--- src/hw/rtl/pdcs_pkg.sv ---
// Package: shared types and constants for the proper divisor count/sum core.
`default_nettype none

package pdcs_pkg;

    localparam int NUMBER_WIDTH_DEF = 24;
    localparam int IN_W             = 24;
    localparam int COUNT_W          = 10;
    localparam int SUM_W            = 27;
    localparam int COUNT_MAX        = 1023;
    localparam int SUM_MAX          = 134217727;

    typedef enum logic [2:0] {
        S_IDLE,
        S_CHECK,
        S_DIV,
        S_ACC,
        S_FINAL
    } t_state;

    // controller -> datapath
    typedef struct packed {
        logic load;
        logic div_init;
        logic div_step;
        logic acc;
        logic finish;
    } t_cmd;

    // datapath -> controller
    typedef struct packed {
        logic sq_le_n;
        logic div_last;
    } t_status;

endpackage

`default_nettype wire

--- src/hw/rtl/proper_divisor_count_sum_core.sv ---
// Top level: proper divisor count, sum and perfect flag by trial division.
//
//  channel | signals                                        | handshake
//  --------+------------------------------------------------+-------------------------
//  input   | i_number                                       | start & !busy
//  result  | o_divisor_count, o_divisor_sum, o_is_perfect   | o_valid, one-cycle strobe
//
// Each candidate i goes through check, a bit-serial restoring divide and accumulate;
// candidates are tried in turn on the single shared divider while i*i <= n.
// The result strobe comes in the first cycle with busy low.
// Reset (synchronous, active low) returns the controller to idle and clears o_valid.
// The receiver cannot stall: each result is shown for exactly one cycle.
`default_nettype none

module proper_divisor_count_sum_core
    import pdcs_pkg::*;
#(
    parameter int NUMBER_WIDTH = NUMBER_WIDTH_DEF
) (
    input  wire logic               i_clk,
    input  wire logic               i_rst_n,
    input  wire logic               start,
    output logic                    busy,
    input  wire logic [IN_W-1:0]    i_number,
    output logic                    o_valid,
    output logic [COUNT_W-1:0]      o_divisor_count,
    output logic [SUM_W-1:0]        o_divisor_sum,
    output logic                    o_is_perfect
);

    t_cmd    cmd;
    t_status status;

    pdcs_ctrl u_ctrl (
        .i_clk    (i_clk),
        .i_rst_n  (i_rst_n),
        .i_start  (start),
        .i_status (status),
        .o_cmd    (cmd),
        .o_busy   (busy)
    );

    pdcs_dpath #(
        .NUMBER_WIDTH (NUMBER_WIDTH)
    ) u_dpath (
        .i_clk           (i_clk),
        .i_rst_n         (i_rst_n),
        .i_number        (i_number),
        .i_cmd           (cmd),
        .o_status        (status),
        .o_valid         (o_valid),
        .o_divisor_count (o_divisor_count),
        .o_divisor_sum   (o_divisor_sum),
        .o_is_perfect    (o_is_perfect)
    );

`ifndef SYNTHESIS
    a_accept_busy: assert property (@(posedge i_clk) disable iff (!i_rst_n)
        (start && !busy) |=> busy)
        else $error("accepted item did not raise busy");

    a_valid_single: assert property (@(posedge i_clk) disable iff (!i_rst_n)
        o_valid |=> !o_valid)
        else $error("result strobe longer than one cycle");

    a_valid_idle: assert property (@(posedge i_clk) disable iff (!i_rst_n)
        o_valid |-> !busy)
        else $error("result shown while still busy");

    a_valid_after_busy: assert property (@(posedge i_clk) disable iff (!i_rst_n)
        o_valid |-> $past(busy))
        else $error("result without a preceding busy cycle");

    a_perfect_count: assert property (@(posedge i_clk) disable iff (!i_rst_n)
        (o_valid && o_is_perfect) |-> (o_divisor_count != '0))
        else $error("perfect flag with no divisors");
`endif

endmodule

`default_nettype wire

--- src/hw/rtl/pdcs_ctrl.sv ---
// Controller state machine: sequences candidate checks, trial divides and accumulation.
`default_nettype none

module pdcs_ctrl
    import pdcs_pkg::*;
(
    input  wire logic    i_clk,
    input  wire logic    i_rst_n,
    input  wire logic    i_start,
    input  wire t_status i_status,
    output t_cmd         o_cmd,
    output logic         o_busy
);

    t_state r_state;
    t_state n_state;

    always_ff @(posedge i_clk) begin
        if (!i_rst_n) begin
            r_state <= S_IDLE;
        end else begin
            r_state <= n_state;
        end
    end

    always_comb begin
        n_state = r_state;
        o_cmd   = '0;
        o_busy  = 1'b1;
        case (r_state)
            S_IDLE: begin
                o_busy = 1'b0;
                if (i_start) begin
                    o_cmd.load = 1'b1;
                    n_state    = S_CHECK;
                end
            end
            S_CHECK: begin
                // keep going while i*i <= n
                if (i_status.sq_le_n) begin
                    o_cmd.div_init = 1'b1;
                    n_state        = S_DIV;
                end else begin
                    n_state = S_FINAL;
                end
            end
            S_DIV: begin
                o_cmd.div_step = 1'b1;
                if (i_status.div_last) begin
                    n_state = S_ACC;
                end
            end
            S_ACC: begin
                o_cmd.acc = 1'b1;
                n_state   = S_CHECK;
            end
            S_FINAL: begin
                o_cmd.finish = 1'b1;
                n_state      = S_IDLE;
            end
            default: begin
                n_state = S_IDLE;
            end
        endcase
    end

endmodule

`default_nettype wire

--- src/hw/rtl/pdcs_dpath.sv ---
// Datapath: candidate/square registers, restoring divider, accumulators, result registers.
`default_nettype none

module pdcs_dpath
    import pdcs_pkg::*;
#(
    parameter int NUMBER_WIDTH = NUMBER_WIDTH_DEF
) (
    input  wire logic               i_clk,
    input  wire logic               i_rst_n,
    input  wire logic [IN_W-1:0]    i_number,
    input  wire t_cmd               i_cmd,
    output t_status                 o_status,
    output logic                    o_valid,
    output logic [COUNT_W-1:0]      o_divisor_count,
    output logic [SUM_W-1:0]        o_divisor_sum,
    output logic                    o_is_perfect
);

    localparam int NW  = NUMBER_WIDTH;
    localparam int IW  = (NW + 1) / 2 + 1;        // candidate, up to floor(sqrt(n))+1
    localparam int SQW = 2 * IW;
    localparam int CW  = IW + 2;
    localparam int SW  = NW + 3;                  // sigma(n) < 8n
    localparam int BW  = $clog2(NW);
    localparam int XC  = (CW > COUNT_W) ? CW : COUNT_W;
    localparam int XS  = (SW > SUM_W) ? SW : SUM_W;

    logic [NW-1:0]  r_n;
    logic [IW-1:0]  r_i;
    logic [SQW-1:0] r_sq;
    logic [NW-1:0]  r_dvd;
    logic [IW-1:0]  r_rem;
    logic [NW-1:0]  r_quo;
    logic [BW-1:0]  r_bits;
    logic [CW-1:0]  r_cnt;
    logic [SW-1:0]  r_sum;

    logic [IW:0]    trial;
    logic [IW:0]    diff;
    logic           fits;
    logic [CW-1:0]  cnt_prop;
    logic [SW-1:0]  sum_prop;
    logic [XC-1:0]  cnt_ext;
    logic [XS-1:0]  sum_ext;

    assign trial = {r_rem, r_dvd[NW-1]};
    assign diff  = trial - {1'b0, r_i};
    assign fits  = (trial >= {1'b0, r_i});

    assign o_status.sq_le_n  = (r_sq <= SQW'(r_n));
    assign o_status.div_last = (r_bits == '0);

    // drop the number itself, always found as the cofactor of one
    assign cnt_prop = r_cnt - CW'(r_n != '0);
    assign sum_prop = r_sum - SW'(r_n);
    assign cnt_ext  = XC'(cnt_prop);
    assign sum_ext  = XS'(sum_prop);

    always_ff @(posedge i_clk) begin
        if (i_cmd.load) begin
            r_n   <= NW'(i_number);
            r_i   <= IW'(1);
            r_sq  <= SQW'(1);
            r_cnt <= '0;
            r_sum <= '0;
        end
        if (i_cmd.div_init) begin
            r_dvd  <= r_n;
            r_rem  <= '0;
            r_quo  <= '0;
            r_bits <= BW'(NW - 1);
        end
        if (i_cmd.div_step) begin
            r_dvd  <= {r_dvd[NW-2:0], 1'b0};
            r_rem  <= fits ? diff[IW-1:0] : trial[IW-1:0];
            r_quo  <= {r_quo[NW-2:0], fits};
            r_bits <= r_bits - BW'(1);
        end
        if (i_cmd.acc) begin
            if (r_rem == '0) begin
                if (r_quo == NW'(r_i)) begin
                    r_cnt <= r_cnt + CW'(1);
                    r_sum <= r_sum + SW'(r_i);
                end else begin
                    r_cnt <= r_cnt + CW'(2);
                    r_sum <= r_sum + SW'(r_i) + SW'(r_quo);
                end
            end
            // (i+1)^2 = i^2 + 2i + 1
            r_sq <= r_sq + SQW'({r_i, 1'b1});
            r_i  <= r_i + IW'(1);
        end
        if (i_cmd.finish) begin
            o_divisor_count <= (cnt_ext > XC'(COUNT_MAX)) ? COUNT_W'(COUNT_MAX)
                                                          : COUNT_W'(cnt_ext);
            o_divisor_sum   <= (sum_ext > XS'(SUM_MAX)) ? SUM_W'(SUM_MAX)
                                                        : SUM_W'(sum_ext);
            o_is_perfect    <= (r_n != '0) && (sum_prop == SW'(r_n));
        end
    end

    always_ff @(posedge i_clk) begin
        if (!i_rst_n) begin
            o_valid <= 1'b0;
        end else begin
            o_valid <= i_cmd.finish;
        end
    end

endmodule

`default_nettype wire

--- config.mk ---
export PLATFORM = sky130hd
export DESIGN_NAME = proper_divisor_count_sum_core
export DESIGN_NICKNAME = d
export VERILOG_FILES = /design/src/hw/rtl/pdcs_pkg.sv /design/src/hw/rtl/proper_divisor_count_sum_core.sv /design/src/hw/rtl/pdcs_ctrl.sv /design/src/hw/rtl/pdcs_dpath.sv
export SDC_FILE = /design/constraint.sdc
export NUM_CORES = 1
export LEC_CHECK = 0
export BUFFER_PORTS_ARGS = -buffer_cell sky130_fd_sc_hd__buf_4
export CORE_MARGIN = 5
export CORE_UTILIZATION = 40
export DETAILED_ROUTE_END_ITERATION = 10
export SETUP_SLACK_MARGIN = 0.02
export SYNTH_ARGS = -nofsm -noshare
export SYNTH_HDL_FRONTEND = slang
export SYNTH_SLANG_ARGS = --single-unit
--- constraint.sdc ---
create_clock -name i_clk -period 10.9 [get_ports i_clk]
set_clock_uncertainty 0.05 [all_clocks]
set_input_delay 0.545 -clock i_clk [delete_from_list [all_inputs] [get_ports i_clk]]
set_output_delay 0.545 -clock i_clk [all_outputs]
set_load 0.005 [all_outputs]
==> run_results.csv <==
group,metric,value,unit
floorplanning,die_w,202,um
floorplanning,coreArea,36400,um^2
critical_path,crit_chain,"ha_1 > fa_1 > a21oi_1 > nand4b_1 > and3_1 > nor2_1 > a21oi_1 > o21bai_1 > a21o_1 > a21oi_1 > xnor2_1 > ha_1 > o211ai_1 > a31oi_1 > a21oi_1 > a32o_1 > o21ai_1 > nor4_1 > nor4_1 > xor2_1 > o21ai_0",
synthesis,yosys.area_share.simple,17.9,%
sta,min_period,4.91,ns
final_layout,multi_input_area,8220,um^2
global_routing,grt_start_max_net_pins,67,
global_routing,grt_pass1_wl,63300,um
final_layout,fillCellCount,3565,
synthesis,syn-cell-area,14700,um^2
sta,fmax,204,MHz
clock_network,path_clk_slew,0.06,ns
placement,dp_hpwl,30700,um
global_routing,grt_pass1_vias,11400,
job,max_cap_violations,0,
sta,slew_headroom,24.7,%
critical_path,crit_family,"compound AO/OA/AOI/OAI gates",
synthesis,yosys.area_share.adder,11.0,%
detailed_routing,via_count,11700,
run_status,run_status,"finished clean",
power,p_seq_share,43.1,%
clock_network,cts_made_buffers,26,
floorplanning,die_area,40700,um^2
sta,setup_violations,0,
synthesis,syn_nets,1677,
placement,post_dp_cell_area,15600,um^2
clock_network,cts_hold_buf,0,
final_layout,area_growth,11.9,%
clock_network,ctsResizeCount,0,
power,combPwrFrac,18.9,%
power,p_leak,6.60,nW
synthesis,yosys_warnings,0,
detailed_routing,postRouteAntennaNets,0,
floorplanning,die_h,202,um
synthesis,synth_edf_count,167,
synthesis,synthFlopType,"edfxtp_1",
final_layout,drive_gt1_share,9.61,%
synthesis,ys_types,89,
critical_path,slowest_delay,0.52,ns
sta,rsz0062_at_grt,"no",
final_layout,seq_area,5940,um^2
hold_path,worstHoldStart,"i_number[13]",
detailed_routing,drt-total-wl,40000,um
clock_network,tritoncts,"done",
global_routing,grt_antenna_before_repair,1,
synthesis,synthMuxAreaShare,1.56,%
power,p_int,0.00163,W
critical_path,crit_path_start,"u_dpath.r_i[0]$_SDFFCE_PP1P_",
sta,setup_tns,0,ns
critical_path,cp-start-kind,"flop",
critical_path,crit_type,"flop to flop",
power,ir_drop,0.000118,V
synthesis,seq_area_frac_synth,40.3,%
detailed_routing,drc,0,
clock_network,cts_root_buf,"clkbuf_16",
final_layout,instances_no_fill,2060,
clock_network,insertion_delay,0.55,ns
placement,gp_congestion,0.908,
sta,finalWorstSetupSlack,5.99,ns
clock_network,post_cts_buffers,0,
final_layout,nNetsFinal,1725,
placement,pre_cts_ws,6.08,ns
power,power_density,139,nW/um^2
power,power_switching,0.000654,W
detailed_routing,drt_iter0_drc,836,
power,sw_frac_of_total,28.7,%
hold_path,hold_path.class,"primary input to flop",
placement,dp_cells,2012,
critical_path,r2r_start,"u_dpath.r_i[0]$_SDFFCE_PP1P_",
final_layout,diodes,0,
critical_path,cp_num_buf_inv,0,
synthesis,syn_area_per_cell,9.65,um^2
critical_path,crit_top_cell,"a21oi_1",
synthesis,synth_top_family_by_area,"simple AND/OR/NAND/NOR gates",
critical_path,worst_ep_arrival_time,5.28,ns
critical_path,end_kind,"flop",
synthesis,synthXorXnorAreaFrac,8.61,%
final_layout,finalInstanceArea,16500,um^2
clock_network,clockBufferDepth,3,
sta,tightest_slew,1.13,ns
critical_path,cp_max_fo,8,
synthesis,netlist_instances,1524,
clock_network,cts_sinks,213,
synthesis,ys_ff_latch,213,
synthesis,synth-compound-area-share,16.7,%
floorplanning,start_util,40.4,%
placement,io_buffers,66,
detailed_routing,drt_pre_antenna_iters,5,
synthesis,synthArstFlopShare,0,%
floorplanning,num_rows,70,
clock_network,htree_levels,1,
sta,hold_viol_final,0,
power,clkPwrFrac,37.9,%
global_routing,grtUsageTotal,19.2,%
sta,fin_crit_sh,45.1,%
floorplanning,io-pin-count,67,
critical_path,crit_required,11.26,ns
global_routing,grt-ovfl-total,0,
critical_path,crit_slowest_cell,"edfxtp_1",
detailed_routing,viasPerCell,5.66,
sta,slew_violations,0,
detailed_routing,wl_per_cell,19.4,um
==> state kept, by name, indices dropped and copies added (netlist names) <==
register	count
u_dpath.o_is_perfect	1
u_dpath.o_divisor_sum	27
u_dpath.r_quo	24
u_dpath.o_valid	1
u_ctrl.r_state	3
u_dpath.r_sum	27
u_dpath.o_divisor_count	10
u_dpath.r_n	24
u_dpath.r_cnt	15
u_dpath.r_bits	5
u_dpath.r_dvd	24
u_dpath.r_rem	13
u_dpath.r_i	13
u_dpath.r_sq	26
==> kinds of logic (layout without fill, tap and decap cells) <==
| logic type | count (synthesis) | count (layout) |
|---|---|---|
| AOI/OAI and AO/OA | 365 | 365 |
| DFF | 213 | 213 |
| and+or+nand+nor | 517 | 517 |
| muxes | 23 | 23 |
| buffers and inverters | 137 | 205 |
| xor gates and xnor gates | 143 | 143 |
| adders and majority gates | 126 | 126 |
==> layout by cell type, fill, tap and decap left out, types with 5 or more instances in the layout <==
cell / instances
nor4_1: 24
clkinv_1: 7
a211oi_1: 12
nor3b_1: 5
or4_1: 5
xor2_1: 44
and2_1: 12
a31oi_1: 14
nor2b_1: 14
clkbuf_16: 27
xnor2_1: 98
a22o_1: 26
o21a_1: 10
and3_1: 45
o31ai_1: 5
a21o_1: 33
a21oi_1: 100
fa_1: 5
edfxtp_1: 167
o21ai_1: 10
clkbuf_1: 5
o21bai_1: 10
nand2b_1: 11
nor2_1: 127
a211o_1: 5
ha_1: 121
or2_2: 11
nor3_1: 39
dfxtp_1: 46
and4_1: 5
nand4_1: 24
o211ai_1: 10
o21ai_0: 73
nand3_1: 70
mux2i_1: 23
buf_4: 77
nand2_1: 92
or3_1: 9
inv_1: 80
==> cell type report <==
type	count	area share (%)
Sequential cell	213	36.1
Timing Repair Buffer	77	3.51
Inverter	80	1.82
Clock inverter	16	0.920
Tap cell	468	3.56
Multi-Input combinational cell	1174	49.9
Clock buffer	32	4.22
==> power groups by stage <==
| stage | logic, W | registers [W] | clock network (W) |
|---|---|---|---|
| global route | 0.000483 | 0.000990 | 0.000925 |
| CTS | 0.000431 | 0.000984 | 0.000886 |
| floorplan | 0.000330 | 0.000978 | 0 |
| global placement | 0.000422 | 0.00100 | 0 |
| detailed placement | 0.000428 | 0.00100 | 0 |
| finish | 0.000432 | 0.000984 | 0.000866 |
==> path summary, 6_finish.rpt <==
| path | cells past startpoint | slack (ns) | to |
|---|---|---|---|
| min | 1 | 0.12 | u_dpath.r_n[13]$_DFFE_PP_ |
| max | 21 | 5.99 | u_dpath.r_sum[25]$_DFF_P_ |
| max reg2reg | 21 | 5.99 | u_dpath.r_sum[25]$_DFF_P_ |
| min reg2reg | 2 | 0.45 | u_dpath.r_dvd[0]$_SDFFE_PP0P_ |
==> Yosys cell counts (14+ instances only) <==
| library cell | number | area [um^2] |
|---|---|---|
| edfxtp_1 | 167 | 5010 |
| nor2_1 | 128 | 480 |
| ha_1 | 121 | 1510 |
| a21oi_1 | 100 | 500 |
| xnor2_1 | 98 | 858 |
| nand2_1 | 93 | 349 |
| inv_1 | 80 | 300 |
| o21ai_0 | 73 | 365 |
| nand3_1 | 70 | 350 |
| dfxtp_1 | 46 | 921 |
| and3_1 | 45 | 282 |
| xor2_1 | 44 | 385 |
| nor3_1 | 39 | 195 |
| clkbuf_1 | 35 | 131 |
| a21o_1 | 33 | 248 |
| a22o_1 | 26 | 228 |
| nand4_1 | 24 | 150 |
| nor4_1 | 24 | 150 |
| mux2i_1 | 23 | 230 |
| a31oi_1 | 14 | 87.6 |
| nor2b_1 | 14 | 87.6 |
==> stage by stage <==
step / utilization [%] / hold WS [ns] / total power [W]
6_report: 45.2 / 0.122 / 0.00228
2_1_floorplan: - / 0.400 / 0.00131
3_3_place_gp: 42.9 / 0.424 / 0.00142
3_5_place_dp: 42.9 / 0.440 / 0.00143
5_1_grt: 45.2 / 0.0992 / 0.00240
4_1_cts: 45.2 / 0.100 / 0.00230
==> metal layers <==
metal  vias up  wire, um  track usage (%)
met5         -        13                0
met3        55      2040             3.35
li1       5744         -                -
met4         2       824             3.76
met1      5601     19100             27.4
met2       266     18100             30.8
(Power assumes the default switching activity.)
